### config.mk
export PLATFORM = sky130hd
export DESIGN_NAME = fsg_mul
export DESIGN_NICKNAME = d
export VERILOG_FILES = /design/src/hdl/fem_shape_gradient_3d_top_defines.svh /design/src/hdl/fsg_mul.sv
export SDC_FILE = /design/constraint.sdc
export NUM_CORES = 2
export LEC_CHECK = 0
export BUFFER_PORTS_ARGS = -buffer_cell sky130_fd_sc_hd__buf_2
export CAP_MARGIN = 20
export CORE_UTILIZATION = 36
export DETAILED_ROUTE_END_ITERATION = 16
export GPL_TIMING_DRIVEN = 0
export PLACE_DENSITY = 0.63
export SYNTH_ARGS = -nofsm -noshare
export SYNTH_HDL_FRONTEND = slang
export SYNTH_SLANG_ARGS = --single-unit
### constraint.sdc
create_clock -name clk -period 24.2 [get_ports clk]
set_clock_uncertainty 0.2 [all_clocks]
set_input_delay 4.84 -clock clk [delete_from_list [all_inputs] [get_ports clk]]
set_output_delay 4.84 -clock clk [all_outputs]
set_load 0.005 [all_outputs]
### src/hdl/fem_shape_gradient_3d_top_defines.svh
// ----------------------------------------------------------------------------
// Assertion macros for the shape gradient block.
// They rely on clk and rst_n in the scope where they are used.
// ----------------------------------------------------------------------------
`ifndef FEM_SHAPE_GRADIENT_3D_TOP_DEFINES_SVH
`define FEM_SHAPE_GRADIENT_3D_TOP_DEFINES_SVH

`define FSG_ASSERT_ALWAYS(lbl, cond, msg) \
  lbl: assert property (@(posedge clk) disable iff (!rst_n) (cond)) else $error(msg);

`define FSG_ASSERT_SAME(lbl, ante, cons, msg) \
  lbl: assert property (@(posedge clk) disable iff (!rst_n) (ante) |-> (cons)) else $error(msg);

`define FSG_ASSERT_NEXT(lbl, ante, cons, msg) \
  lbl: assert property (@(posedge clk) disable iff (!rst_n) (ante) |=> (cons)) else $error(msg);

`endif

### src/hdl/fsg_mul.sv
// ----------------------------------------------------------------------------
// fsg_mul
// Shared signed 32 by 32 multiplier with a registered product.
// ----------------------------------------------------------------------------
module fsg_mul (
  input  logic               clk,
  input  logic signed [31:0] a,
  input  logic signed [31:0] b,
  output logic signed [63:0] prod_r
);

  logic signed [63:0] prod_nxt;

  assign prod_nxt = 64'(a) * 64'(b);

  always_ff @(posedge clk) begin
    prod_r <= prod_nxt;
  end

endmodule

==> flow_summary.yaml <==
critical_path:
  critPathMaxFanout: 10
  worstSetupStartpointType: "input pin"
  critPathArrivalTime_ns: 14.67
  worst_setup_path_end_kind: "flop"
  crit_required_ns: 24.24
  path_class: "in -> reg"
cts:
  cts-root-buf: "clkbuf_16"
  cts.clk_slew.worst_paths_ns: 0.06
  numCtsBuffers: 9
  cts-resized-gates: 0
  tritoncts: "built"
  post_cts_buffers: 0
  clock_path_buffers: 2
  clock_sinks: 64
  cts-htree-levels: 3
  ctsHoldBuffers: 0
sta:
  slew_headroom_pct: 15.4
  slew_violations: 0
  fmax_ghz: 0.0683
  fin_tns_setup_ns: 0
  hold_viol_final: 0
  worstMarginPinSlew_ns: 1.27
  rsz0062_at_grt: "false"
  period_share_pct: 60.5
  setup_violations: 0
  finalCriticalPeriod_ns: 14.63
detailed_routing:
  first_pass_iters: 5
  vias: 28200
  wl_per_cell_um: 24.8
  drcViolationCount: 0
  detail-route-antenna-nets: 0
  drt-initial-drc-count: 2460
  viasPerCell: 5.14
  wl_um: 136000
synth:
  avgSynthCellArea_um2: 9.53
  async_flop_share_pct: 0
  synth.cell_area_mm2: 0.0376
  synth_warnings: 0
  synthFlopType: "dfxtp_1"
  seq_area_frac_synth_pct: 3.40
  syn-instance-count: 3949
  ys_ff_latch: 64
  synth-edff-count: 0
  synth_cell_types: 70
  synth_fp_nets: 5280
run_status:
  run_status: "finished clean"
layout:
  layout.nets: 5421
  regMostFlops: "prod_r"
  top_regs: "prod_r: 64 flops"
  seq_area_mm2: 0.00128
  nFillCells: 10500
  design_area_mm2: 0.0404
  layout-drive-gt1-share_pct: 4.76
  largest_reg_flops: 64
  multi_input_area_mm2: 0.0320
  area_growth_syn_to_layout_pct: 7.24
global_route:
  grt_pass1_wl_um: 201000
  grt_pass1_vias: 30500
  grt_use_total_pct: 26.3
  grt_max_degree: 17
  grt.overflow.total: 0
  antenna_found_initial: 22
placement:
  globalplace.congestion: 1.04
  portBuffers: 128
  dpl_cell_area_mm2: 0.0400
  hpwl_um: 115000
floorplan:
  rows: 118
  start_util_pct: 36.3
  coreArea_mm2: 0.104
  ioPinCount: 129
  dieArea_mm2: 0.106
  die_h_um: 325
  die_w_um: 325
run:
  drv_cap: 0
hold_path:
  min_path_type: "in -> reg"
-- routing by layer --
| layer | up-vias | track usage, % | share of wire [%] |
|---|---|---|---|
| met3 | 378 | 5.21 | 9.1 |
| met1 | 14700 | 33.4 | 38 |
| met4 | 10 | 15.6 | 7.2 |
| li1 | 11600 | - | - |
| met5 | - | 0 | 0.043 |
| met2 | 1499 | 41.8 | 46 |
-- final timing paths --
path    endpoint  cells past startpoint  startpoint  slack (ns)
max   prod_r[63]                     26        b[5]        9.57
min    prod_r[0]                      2        b[0]        4.68
-- kinds of logic (layout without fill, tap and decap cells) --
logic type	Yosys count	after routing	share of synthesized area, %
AOI/OAI and AO/OA	204	204	3.84
xor gates and xnor gates	74	74	1.72
adders and majority gates	1266	1266	63.7
buffers and inverters	1163	1308	11.7
DFF	64	64	3.40
other	0	4	0
and+or+nand+nor	1178	1178	15.7
-- stage by stage --
stage          hold slack (ns)  worst slack, ns  std cells  util [%]
4_1_cts                   4.66             9.75       5473      38.9
3_3_place_gp              5.01             9.46       5457      38.6
6_report                  4.68             9.57       5478      38.9
5_1_grt                   4.66             9.20       5476      38.9
3_5_place_dp              5.01             9.39       5458      38.6
2_1_floorplan             4.77            11.82       3949         -
-- layout by cell type, fill, tap and decap left out, types with 7 or more instances in the layout --
cell type  netlist  layout
fa_1          1082    1082
o21ai_0         36      36
and2_1         513     513
xnor2_1         52      52
ha_1           184     184
nor2b_1          8       8
buf_2           10     138
nand2_1        524     524
inv_1          949     949
clkbuf_16        0       9
nand3_1         17      17
and3_1           9       9
nor3_1           7       7
nand2b_1        13      13
dfxtp_1         64      64
a21oi_1         63      63
nor2_1          61      61
nand4_1         11      11
xor2_1          22      22
clkbuf_1       200     200
a21o_1          33      33
-- critical path, stage by stage --
cell and delay, ns:
buf_2 0.16, clkbuf_1 0.77, nand2_1 0.33, inv_1 0.17
fa_1 0.40, inv_1 0.27, fa_1 0.49, inv_1 0.26
fa_1 0.51, fa_1 0.91, inv_1 0.48, fa_1 0.60
inv_1 0.05, fa_1 0.53, inv_1 0.05, fa_1 0.49
inv_1 0.10, fa_1 0.47, ha_1 0.28, clkbuf_1 0.32
nand4_1 0.38, or4_1 0.68, nor4_1 0.52, nor2_1 0.17
a31o_2 0.28, xnor2_1 0.12
-- Yosys cell counts, drive strengths merged (5+ instances only) --
master	instances	area [um2]
and2	514	3220
inv	949	3560
nor2	61	229
o211ai	6	50.1
o21ai	42	229
nand3	18	103
nor3	7	35.0
nor2b	8	50.1
a21o	33	248
and3	11	71.3
nand4	11	68.8
a31oi	6	52.6
dfxtp	64	1280
a21oi	68	359
xnor2	52	455
ha	184	2300
buf	13	68.8
clkbuf	201	756
a211o	5	43.8
nand2b	13	81.3
a211oi	7	85.1
nand2	526	1990
o21bai	6	52.6
fa	1082	21700
xor2	22	193
-- cell type report --
type | instances | area share, %
diodes | 4 | 0.0248
multi-input cells | 2722 | 79.2
well taps | 1380 | 4.28
flip-flops and latches | 64 | 3.17
clock buffers | 12 | 0.660
plain buffers | 214 | 2.04
clock inverters | 3 | 0.0992
inverters | 949 | 8.83
repair buffers | 130 | 1.69
Power is not shown: default switching activity piles up to over one toggle a cycle in this logic, so the estimate is an artifact.
