[src/hdl/fem_shape_gradient_3d_top_defines.svh]
// ----------------------------------------------------------------------------
// Assertion macros for the shape gradient block.
// They rely on clk and rst_n in the scope where they are used.
// ----------------------------------------------------------------------------
`ifndef FEM_SHAPE_GRADIENT_3D_TOP_DEFINES_SVH
`define FEM_SHAPE_GRADIENT_3D_TOP_DEFINES_SVH

`define FSG_ASSERT_ALWAYS(lbl, cond, msg) \
  lbl: assert property (@(posedge clk) disable iff (!rst_n) (cond)) else $error(msg);

`define FSG_ASSERT_SAME(lbl, ante, cons, msg) \
  lbl: assert property (@(posedge clk) disable iff (!rst_n) (ante) |-> (cons)) else $error(msg);

`define FSG_ASSERT_NEXT(lbl, ante, cons, msg) \
  lbl: assert property (@(posedge clk) disable iff (!rst_n) (ante) |=> (cons)) else $error(msg);

`endif

[src/hdl/fsg_ram.sv]
// ----------------------------------------------------------------------------
// fsg_ram
// Generic single-write, single-read RAM with a registered read port.
// ----------------------------------------------------------------------------
module fsg_ram #(
  parameter int WIDTH = 32,
  parameter int DEPTH = 32
) (
  input  logic                                    clk,
  input  logic                                    we,
  input  logic [((DEPTH > 1) ? $clog2(DEPTH) : 1)-1:0] waddr,
  input  logic [WIDTH-1:0]                        wdata,
  input  logic                                    re,
  input  logic [((DEPTH > 1) ? $clog2(DEPTH) : 1)-1:0] raddr,
  output logic [WIDTH-1:0]                        rdata_r
);

  logic [WIDTH-1:0] mem [DEPTH];

  always_ff @(posedge clk) begin
    if (we) begin
      mem[waddr] <= wdata;
    end
    if (re) begin
      rdata_r <= mem[raddr];
    end
  end

endmodule

[config.mk]
export PLATFORM = sky130hd
export DESIGN_NAME = fsg_ram
export DESIGN_NICKNAME = d
export VERILOG_FILES = /design/src/hdl/fem_shape_gradient_3d_top_defines.svh /design/src/hdl/fsg_ram.sv
export SDC_FILE = /design/constraint.sdc
export NUM_CORES = 1
export LEC_CHECK = 0
export ABC_AREA = 1
export ABC_CLOCK_PERIOD_IN_PS = 4300
export BUFFER_PORTS_ARGS = -buffer_cell sky130_fd_sc_hd__buf_2
export CORE_MARGIN = 3
export CORE_UTILIZATION = 55
export CTS_BUF_LIST = sky130_fd_sc_hd__clkbuf_8 sky130_fd_sc_hd__clkbuf_16
export DETAILED_ROUTE_END_ITERATION = 8
export PLACE_DENSITY = 0.71
export SETUP_SLACK_MARGIN = 0.2
export SLEW_MARGIN = 25
export SYNTH_ARGS = -nofsm -noshare
export SYNTH_HDL_FRONTEND = slang
export SYNTH_SLANG_ARGS = --single-unit
[constraint.sdc]
create_clock -name clk -period 4.3 [get_ports clk]
set_clock_uncertainty 0.05 [all_clocks]
set_input_delay 0.215 -clock clk [delete_from_list [all_inputs] [get_ports clk]]
set_output_delay 0.215 -clock clk [all_outputs]
set_load 0.005 [all_outputs]
==> impl_metrics.env <==
export IMPL_cts_hold_buffers=0
export IMPL_cts_resized_gates=0
export IMPL_cts_sink_count=1056
export IMPL_vias=27600
export IMPL_grt_use_met3=0.0344
export IMPL_antenna_found_initial=5
export IMPL_gp_congestion=0.847
export IMPL_syn_cell_area_um2=42700
export IMPL_grt_pass1_wl_mm=165
export IMPL_cts_root_buffer="clkbuf_16"
export IMPL_clk_pin_slew_ps=60
export IMPL_cts_buffers_inserted=106
export IMPL_combPwrFrac=0.061
export IMPL_core_area_um2=76500
export IMPL_mappedNetlistNets=3581
export IMPL_p_switching_mw=4.88
export IMPL_final_cells=4694
export IMPL_fin_nets=3621
export IMPL_area_growth_pct=11.0
export IMPL_synthAdderAreaFrac=0
export IMPL_status="finished clean"
export IMPL_setup_viol=0
export IMPL_ys_seq_area_frac=0.742
export IMPL_grt_total_usage=0.269
export IMPL_critPathKind="in -> reg"
export IMPL_ys_types=13
export IMPL_max_stage_delay_ps=1030
export IMPL_avgSynthCellArea_um2=12.1
export IMPL_synth_top_family_by_area="simple AND/OR/NAND/NOR gates"
export IMPL_clk_path_buf_depth=3
export IMPL_tightestPinTransition_ps=960
export IMPL_cpMaxStageDelayCell="nor2_4"
export IMPL_cp_max_fo=21
export IMPL_cp_cell_sequence="buf_2, nand3_1, nor2_4, buf_4"
export IMPL_power_frac_seq=0.529
export IMPL_drive_gt1_frac=0.0898
export IMPL_use_met2=0.429
export IMPL_post_route_util=0.620
export IMPL_fill_cells=5661
export IMPL_vdd_drop_max_mv=0.320
export IMPL_synth_mux_area_frac=0
export IMPL_relSlewSlack=0.359
export IMPL_layout_commonest_cell="nand2_1"
export IMPL_initial_core_util=0.559
export IMPL_die_area_um2=81100
export IMPL_fmax_mhz=467
export IMPL_diodes=0
export IMPL_die_x_um=285
export IMPL_fin_crit_sh=0.498
export IMPL_synth_top_area_share=0.742
export IMPL_viasPerCell=5.88
export IMPL_dp_hpwl_mm=61.4
export IMPL_dr_pass1_iters=6
export IMPL_wl_per_cell_um=23.3
export IMPL_p_leak_nw=17.4
export IMPL_dpl_cell_count=4498
export IMPL_grt_pass1_vias=26200
export IMPL_worst_ep_required_time_ps=4600
export IMPL_setup_tns_ps=0
export IMPL_drcViolationCount=0
export IMPL_cts_setup_buffers=0
export IMPL_h_tree_depth=3
export IMPL_placed_area_um2=44000
export IMPL_grt_max_degree=163
export IMPL_grt_busiest_layer="met2"
export IMPL_cts_tree="done"
export IMPL_swShare=0.224
export IMPL_ys_warn_count=0
export IMPL_yosys_top_cells_area="edfxtp_1 74%, nand2_1 13%, nand3_1 9.1%"
export IMPL_first_iter_violations=3717
export IMPL_layout_common_cells="1,440 x nand2_1, 1,056 x edfxtp_1, 780 x nand3_1"
export IMPL_worstPathArrival_ps=2440
export IMPL_io_pins=77
export IMPL_drt_total_wl_mm=110
export IMPL_min_path_type="in -> reg"
export IMPL_die_h_um=285
export IMPL_end_kind="flip-flop"
export IMPL_grt_overflow_total=0
export IMPL_grt_use_met1=0.384
export IMPL_p_clk_frac=0.410
export IMPL_synth_compound_area_frac=0
export IMPL_max_cap_violations=0
export IMPL_synth_largest_area_cell="edfxtp_1"
export IMPL_slew_violations=0
export IMPL_ys_ff_latch=1056
export IMPL_synth_xor_area_frac=0
export IMPL_fp_row_count=101
export IMPL_fin_area_um2=47400
export IMPL_drtAntennaViolNets=0
export IMPL_insertion_delay_ps=680
export IMPL_hold_violations=0
export IMPL_p_int_mw=16.9
export IMPL_portBuffers=76
export IMPL_power_density_nw_per_um2=460
export IMPL_cp_start_kind="input port"
export IMPL_yosys_area_share_simple=0.221
export IMPL_timing_final_crit_period_ps=2140
export IMPL_synthCells=3536
export IMPL_rsz0062_at_grt="no"
## power groups by stage
stage                     Combinational, mW  Sequential, mW  Clock [mW]
final                                  1.33            11.5        8.95
after global routing                   1.45            11.5        9.43
after CTS                              1.33            11.5        9.02
after detailed placement               1.32            11.8           0
after global placement                 1.29            11.8           0
after floorplan                       0.788            11.7           0
## final cells by class
type	instances	area, µm²	share of cell area
Tap cell	1030	1290	0.0272
Clock inverter	87	669	0.0141
Timing Repair Buffer	150	1290	0.0273
Clock buffer	109	2730	0.0575
Inverter	10	67.6	0.00142
Sequential cell	1056	31700	0.669
Multi-Input combinational cell	2252	9670	0.204
## synth_stat cells
master / count
nand3_1: 780
buf_1: 18
nor2_1: 32
nand2_1: 1440
inv_8: 1
buf_6: 66
buf_2: 83
edfxtp_1: 1056
inv_2: 2
clkbuf_1: 24
buf_4: 24
inv_1: 7
buf_8: 3
## flip-flops by register name (all words and copies together), names as in the netlist
signal,flops
rdata_r,32
mem,1024
## worst max-delay path, delay by kind of cell
kind | cells | cell delay, ps
buf+inv | 2 | 520
simple gates | 2 | 1690
## stage by stage
step / hold WS (ps) / worst slack [ps] / total power [mW]
floorplan: 264 / 1960 / 12.5
global placement: 556 / 1620 / 13.0
detailed placement: 557 / 1560 / 13.1
CTS: 16.0 / 2250 / 21.9
global route: 64.4 / 2110 / 22.4
finish: 45.8 / 2160 / 21.8
## path summary, 6_finish.rpt
check / cells after the start / slack, ps / from / endpoint
hold reg to reg: 8 / 790 / mem[8][18] / rdata_r[18]
hold / removal: 1 / 50 / wdata[17] / mem[23][17]
setup / recovery: 4 / 2160 / we / mem[23][30]
setup reg to reg: 8 / 2690 / mem[11][15] / rdata_r[15]
## logic make-up (layout without fill, tap and decap cells)
| logic type | after synthesis | after routing |
|---|---|---|
| buffers and inverters | 228 | 356 |
| DFF | 1056 | 1056 |
| and+or+nand+nor | 2252 | 2252 |
## layer usage
metal  part of all wire  vias up
met1               0.40    13400
met2               0.47     1501
met3              0.094      226
met4              0.035        0
met5                  0        -
li1                   -    12500
Note: power is estimated with default switching activity, not from simulation.
