<file path="src/hdl/fem_shape_gradient_3d_top_defines.svh">
// ----------------------------------------------------------------------------
// Assertion macros for the shape gradient block.
// They rely on clk and rst_n in the scope where they are used.
// ----------------------------------------------------------------------------
`ifndef FEM_SHAPE_GRADIENT_3D_TOP_DEFINES_SVH
`define FEM_SHAPE_GRADIENT_3D_TOP_DEFINES_SVH

`define FSG_ASSERT_ALWAYS(lbl, cond, msg) \
  lbl: assert property (@(posedge clk) disable iff (!rst_n) (cond)) else $error(msg);

`define FSG_ASSERT_SAME(lbl, ante, cons, msg) \
  lbl: assert property (@(posedge clk) disable iff (!rst_n) (ante) |-> (cons)) else $error(msg);

`define FSG_ASSERT_NEXT(lbl, ante, cons, msg) \
  lbl: assert property (@(posedge clk) disable iff (!rst_n) (ante) |=> (cons)) else $error(msg);

`endif

</file>
<file path="src/hdl/fsg_pkg.sv">
// ----------------------------------------------------------------------------
// fsg_pkg
// Types, constants and arithmetic helpers of the shape gradient block.
// ----------------------------------------------------------------------------
package fsg_pkg;

  localparam int MAX_NODES = 32;
  localparam int CNT_W     = $clog2(MAX_NODES + 1);
  localparam int ADDR_W    = (MAX_NODES > 1) ? $clog2(MAX_NODES) : 1;
  localparam int Q_FRAC    = 16;
  localparam int DIV_W     = 32 + Q_FRAC;
  localparam int DIV_CNT_W = $clog2(DIV_W + 1);
  localparam int STORE_W   = 96;

  typedef struct packed {
    logic signed [31:0] deriv_r;
    logic signed [31:0] deriv_s;
    logic signed [31:0] deriv_t;
    logic signed [31:0] coord_x;
    logic signed [31:0] coord_y;
    logic signed [31:0] coord_z;
    logic               last_node;
  } in_item_t;

  typedef struct packed {
    logic [4:0]         node_index;
    logic signed [31:0] grad_x;
    logic signed [31:0] grad_y;
    logic signed [31:0] grad_z;
    logic signed [31:0] jacobian_det;
    logic               singular;
    logic               last_out;
  } out_item_t;

  typedef enum logic [7:0] {
    S_IDLE = 8'b0000_0001,
    S_ACC  = 8'b0000_0010,
    S_ADJ  = 8'b0000_0100,
    S_DET  = 8'b0000_1000,
    S_DIV  = 8'b0001_0000,
    S_RD   = 8'b0010_0000,
    S_GRD  = 8'b0100_0000,
    S_OUT  = 8'b1000_0000
  } state_t;

  typedef logic [3:0] midx_t;

  localparam logic [1:0] ROW_OF [9] = '{2'd0, 2'd0, 2'd0, 2'd1, 2'd1, 2'd1, 2'd2, 2'd2, 2'd2};
  localparam logic [1:0] COL_OF [9] = '{2'd0, 2'd1, 2'd2, 2'd0, 2'd1, 2'd2, 2'd0, 2'd1, 2'd2};
  localparam midx_t INV_T_IDX [9] = '{4'd0, 4'd3, 4'd6, 4'd1, 4'd4, 4'd7, 4'd2, 4'd5, 4'd8};
  localparam midx_t DET_ADJ_IDX [3] = '{4'd0, 4'd3, 4'd6};

  localparam midx_t ADJ_A1 [9] = '{4'd4, 4'd2, 4'd1, 4'd5, 4'd0, 4'd2, 4'd3, 4'd1, 4'd0};
  localparam midx_t ADJ_B1 [9] = '{4'd8, 4'd7, 4'd5, 4'd6, 4'd8, 4'd3, 4'd7, 4'd6, 4'd4};
  localparam midx_t ADJ_A2 [9] = '{4'd5, 4'd1, 4'd2, 4'd3, 4'd2, 4'd0, 4'd4, 4'd0, 4'd1};
  localparam midx_t ADJ_B2 [9] = '{4'd7, 4'd8, 4'd4, 4'd8, 4'd6, 4'd5, 4'd6, 4'd7, 4'd3};

  function automatic logic signed [65:0] trunc16(input logic signed [65:0] x);
    logic signed [65:0] b;
    b = x + (x[65] ? 66'sd65535 : 66'sd0);
    return b >>> Q_FRAC;
  endfunction

  function automatic logic signed [31:0] sat32(input logic signed [65:0] x);
    logic signed [31:0] r;
    if (x > 66'sh0_7FFF_FFFF) begin
      r = 32'sh7FFF_FFFF;
    end else if (x < -66'sh0_8000_0000) begin
      r = 32'sh8000_0000;
    end else begin
      r = x[31:0];
    end
    return r;
  endfunction

endpackage

</file>
<file path="src/hdl/fsg_div.sv">
// ----------------------------------------------------------------------------
// fsg_div
// Bit-serial signed divider: saturates (n * 2^16) / d to 32 bits, truncating.
// ----------------------------------------------------------------------------
module fsg_div (
  input  logic               clk,
  input  logic               rst_n,
  input  logic               start,
  input  logic signed [31:0] numer,
  input  logic signed [31:0] denom,
  output logic               done_r,
  output logic signed [31:0] quot
);

  logic [fsg_pkg::DIV_W-1:0]     quo_r, quo_nxt;
  logic [31:0]                   rem_r, rem_nxt;
  logic [31:0]                   dvs_r;
  logic                          neg_r;
  logic [fsg_pkg::DIV_CNT_W-1:0] cnt_r, cnt_nxt;
  logic                          done_nxt;
  logic [32:0]                   rem_s;
  logic [31:0]                   mag_n, mag_d;

  assign mag_n = numer[31] ? 32'(-numer) : 32'(numer);
  assign mag_d = denom[31] ? 32'(-denom) : 32'(denom);
  assign rem_s = {rem_r, quo_r[fsg_pkg::DIV_W-1]};

  always_comb begin
    quo_nxt  = quo_r;
    rem_nxt  = rem_r;
    cnt_nxt  = cnt_r;
    done_nxt = 1'b0;
    if (start) begin
      quo_nxt = {mag_n, {fsg_pkg::Q_FRAC{1'b0}}};
      rem_nxt = '0;
      cnt_nxt = fsg_pkg::DIV_CNT_W'(fsg_pkg::DIV_W);
    end else if (cnt_r != '0) begin
      if (rem_s >= {1'b0, dvs_r}) begin
        rem_nxt = 32'(rem_s - {1'b0, dvs_r});
        quo_nxt = {quo_r[fsg_pkg::DIV_W-2:0], 1'b1};
      end else begin
        rem_nxt = rem_s[31:0];
        quo_nxt = {quo_r[fsg_pkg::DIV_W-2:0], 1'b0};
      end
      cnt_nxt = cnt_r - 1'b1;
      done_nxt = (cnt_r == fsg_pkg::DIV_CNT_W'(1));
    end
  end

  always_ff @(posedge clk) begin
    if (!rst_n) begin
      cnt_r  <= '0;
      done_r <= 1'b0;
    end else begin
      cnt_r  <= cnt_nxt;
      done_r <= done_nxt;
    end
    quo_r <= quo_nxt;
    rem_r <= rem_nxt;
    if (start) begin
      dvs_r <= mag_d;
      neg_r <= numer[31] ^ denom[31];
    end
  end

  always_comb begin
    if (neg_r) begin
      if (quo_r > fsg_pkg::DIV_W'(33'h0_8000_0000)) begin
        quot = 32'sh8000_0000;
      end else begin
        quot = 32'(-quo_r);
      end
    end else begin
      if (quo_r > fsg_pkg::DIV_W'(32'h7FFF_FFFF)) begin
        quot = 32'sh7FFF_FFFF;
      end else begin
        quot = quo_r[31:0];
      end
    end
  end

endmodule

</file>
<file path="config.mk">
export PLATFORM = sky130hd
export DESIGN_NAME = fsg_div
export DESIGN_NICKNAME = d
export VERILOG_FILES = /design/src/hdl/fem_shape_gradient_3d_top_defines.svh /design/src/hdl/fsg_pkg.sv /design/src/hdl/fsg_div.sv
export SDC_FILE = /design/constraint.sdc
export NUM_CORES = 1
export LEC_CHECK = 0
export ABC_AREA = 1
export BUFFER_PORTS_ARGS = -buffer_cell sky130_fd_sc_hd__buf_2
export CORE_MARGIN = 2
export CORE_UTILIZATION = 60
export CTS_CLUSTER_SIZE = 16
export DETAILED_ROUTE_END_ITERATION = 10
export PLACE_DENSITY_LB_ADDON = 0.05
export RECOVER_POWER = 25
export REMOVE_ABC_BUFFERS = 1
export SYNTH_ARGS = -nofsm -noshare
export SYNTH_HDL_FRONTEND = slang
export SYNTH_SLANG_ARGS = --single-unit
</file>
<file path="constraint.sdc">
create_clock -name clk -period 4.3 [get_ports clk]
set_clock_uncertainty 0.2 [all_clocks]
set_input_delay 0.86 -clock clk [delete_from_list [all_inputs] [get_ports clk]]
set_output_delay 0.86 -clock clk [all_outputs]
set_load 0.01 [all_outputs]
</file>
==> key figures <==
Place
  • Final HPWL from detailed placement: 22.5 mm
  • Count of input and output buffers: 99
  • Worst-case setup slack after placement: 985 ps
  • GP Congestion: 0.968

Detailed routing
  • Number of vias per cell: 5.62
  • Pre-Repair DR Iteration Count: 8
  • Final WL: 29.1 mm
  • Routed wire length per instance: 15.5 um
  • Final ANT Viol Nets: 0
  • Iteration-0 DRC Markers: 832
  • Vias after detailed routing: 10560
  • Number of remaining DRC errors: 0

STA
  • Setup WS post-layout: 487 ps
  • Setup TNS after final layout: 0 ps
  • Max Slew Vio Count: 0
  • Max Clk Rate: 262 MHz
  • Endpoints failing hold: 0
  • Slew HR: 0.00292
  • Final worst path period share: 0.887
  • Setup violation total in the final timing report: 0
  • Clock period minus final worst setup slack: 3810 ps
  • Unrepaired setup endpoints after global routing: false
  • Transition time of the tightest slew-check pin: 1500 ps

Clocking
  • Count of instances resized after the clock tree is built: 0
  • CTS sink count: 120
  • CTS Root Cell: clkbuf_16
  • H-tree depth reported by CTS: 4
  • Source-to-sink clock delay at the later pin of the worst-skew pair: 410 ps
  • TritonCTS clock tree: yes
  • Max clock buf depth: 2
  • Number of buffers added for setup after CTS: 0
  • Count of hold-fix buffers inserted at cts: 0
  • Number of buffers created by CTS: 17
  • Clock transition at the registers of the reported paths: 50 ps

Global route
  • GRT Util Overall: 0.328
  • Pin count of the biggest net entering global routing: 63
  • Number of global-route vias before repair: 9865
  • Wire length of the first global-routing pass: 47.2 mm
  • Antenna violations before repair: 4
  • Total grt overflow: 0

Layout
  • Combined flip-flop and latch cell area: 0.00305 sq mm
  • Area occupied by multi-input gates: 0.00593 sq mm
  • Share of final-layout standard cells stronger than drive strength 1: 0.120
  • Nets: 1747
  • Number of fill cells: 1521
  • Post-synthesis to final-layout area growth: 11.4%

Setup path
  • Source of the worst register-to-register timing path: rem_r[7]$_SDFFE_PP0N_
  • R2R Setup Slk: 1380 ps
  • Kind of critical path: reg -> out
  • Number of cells traversed by the worst register-to-register path: 13
  • Critical Path Sink Type: primary output
  • Launch point of the worst path: quo_r[1]$_SDFFE_PP0N_
  • CP max FO: 29
  • Arrival time reported for the critical path endpoint: 2750 ps
  • Reg2reg end: rem_r[18]$_SDFFE_PP0N_
  • Worst path required time: 3240 ps
  • Launching element type of the critical path: flop

Power
  • Power per cell area: 546 mW/mm^2
  • Cell leakage power: 5.78 nW
  • Highest ir drop seen on vdd: 0.364 mV

Worst hold path
  • Worst-case hold path end point: cnt_r[3]$_SDFFE_PP0N_
  • Worst Hold Path Cells: 2
  • Hold/Removal Path Class: reg -> reg
  • Worst hold start: cnt_r[3]$_SDFFE_PP0N_

Logic synthesis
  • #FFs+latches synth: 120
  • Synthesized cell area: 0.0102 sq mm
  • Number of cells produced by synthesis: 1561
  • Distinct cell type count after synthesis: 46
  • Mean instance size in the synthesized netlist: 6.53 sq um
  • Synthesis warning total: 0
  • Share of the yosys chip area belonging to registers: 0.299

Floorplan
  • Core area: 0.0166 sq mm
  • DIE AREA: 0.0180 sq mm
  • Count of boundary I/O pins: 100
  • Height of the die: 134 um
  • Number of placement rows: 47
  • Width of the die: 134 um
  • Initial cell density of the core: 0.615

Run status
  • Run status: complete, no violations

Job
  • Reported max-cap violation count: 0
report_power, final:
group	switching (mW)	internal, mW	total [mW]
registers	0.216	1.50	1.71
logic	2.14	1.01	3.15
clock network	0.518	0.818	1.34
critical path: stages, from the launching register on:
cell     delay [ps]
dfxtp_1         330
inv_1           100
ha_1            220
nand2_1         120
nor2_4          160
nand2_2         110
nor3_4          160
nand4_1         150
nand2_2         140
nand2_2         330
o21ai_0         330
buf_2           180
state kept, by name, indices dropped and copies added, names as in the netlist:
name,cells
done_r,1
neg_r,1
dvs_r,32
quo_r,48
cnt_r,6
rem_r,32
cells by family after synthesis:
| kind of cell | after synthesis | share of synthesized area |
|---|---|---|
| AO/OA/AOI/OAI | 216 | 0.116 |
| flip-flops | 120 | 0.299 |
| XOR/XNOR | 71 | 0.0610 |
| AND/OR/NAND/NOR | 810 | 0.357 |
| buffers and inverters | 306 | 0.119 |
| adder cells (fa/ha/maj) | 38 | 0.0474 |
metal layers:
| layer | global-route usage | up-vias | share of wire |
|---|---|---|---|
| met3 | 0.0559 | 80 | 0.068 |
| li1 | - | 5239 | - |
| met5 | 0 | - | 0 |
| met4 | 0.135 | 0 | 0.037 |
| met2 | 0.564 | 428 | 0.47 |
| met1 | 0.408 | 4813 | 0.42 |
layout by cell type, fill, tap and decap left out, types with 4 or more instances in the layout:
| cell type | n |
|---|---|
| a21oi_1 | 58 |
| ha_1 | 37 |
| buf_2 | 94 |
| o21ai_1 | 6 |
| nand4_1 | 57 |
| xnor2_1 | 10 |
| clkbuf_16 | 19 |
| nand3_1 | 107 |
| o21ai_2 | 9 |
| nor2_1 | 182 |
| o22ai_1 | 19 |
| buf_4 | 7 |
| o21bai_1 | 4 |
| o21ai_0 | 107 |
| nor4_1 | 9 |
| inv_2 | 8 |
| nor2_2 | 8 |
| diode_2 | 4 |
| nor2_4 | 4 |
| nand2_1 | 376 |
| nor3_1 | 25 |
| dfxtp_1 | 55 |
| clkbuf_1 | 8 |
| nand3_2 | 14 |
| inv_1 | 251 |
| nand2_2 | 15 |
| xor2_1 | 61 |
| edfxtp_1 | 65 |
| clkinv_2 | 4 |
stage by stage:
step                 util  hold slack (ps)  power (mW)  cell area, sq um  instances
finish              0.685              272        6.20             11400       1879
global route        0.684              317        6.66             11300       1875
CTS                 0.685              270        6.17             11400       1875
detailed placement  0.651              262        4.81             10800       1843
global placement    0.651              254        4.78             10800       1843
floorplan               -              242        3.95              9950       1515
area by class of cell:
| cell class | instances | share of cell area |
|---|---|---|
| diodes | 4 | 0.000881 |
| clock inverters | 10 | 0.00595 |
| flip-flops and latches | 120 | 0.269 |
| multi-input cells | 1135 | 0.522 |
| inverters | 260 | 0.0859 |
| well taps | 220 | 0.0242 |
| repair buffers | 108 | 0.0485 |
| clock buffers | 22 | 0.0437 |
worst max path at each step:
stage,to,cells past startpoint
finish,quot[21],11
global route,quot[27],11
CTS,quot[21],11
detailed placement,quot[21],11
global placement,quot[15],11
floorplan,quo_r[16]$_DFFE_PP_,7
cell usage after synthesis, drive strengths merged:
master	instances	share of area
nand2	394	0.15
inv	260	0.096
nor2	194	0.076
o21ai	122	0.063
nand3	121	0.066
edfxtp	65	0.19
xor2	61	0.052
a21oi	59	0.029
nand4	57	0.035
dfxtp	55	0.11
ha	37	0.045
nor3	28	0.016
buf	23	0.015
clkbuf	23	0.0085
o22ai	19	0.012
nor4	10	0.0076
xnor2	10	0.0086
o21bai	4	0.0029
nand3b	3	0.0022
o31ai	3	0.0022
o32ai	3	0.0026
a31oi	2	0.0012
o211ai	2	0.0015
a211oi	1	0.00074
and2	1	0.00061
and3	1	0.00061
fa	1	0.0020
o41ai	1	0.00086
or2	1	0.00061
(Power assumes the default switching activity.)
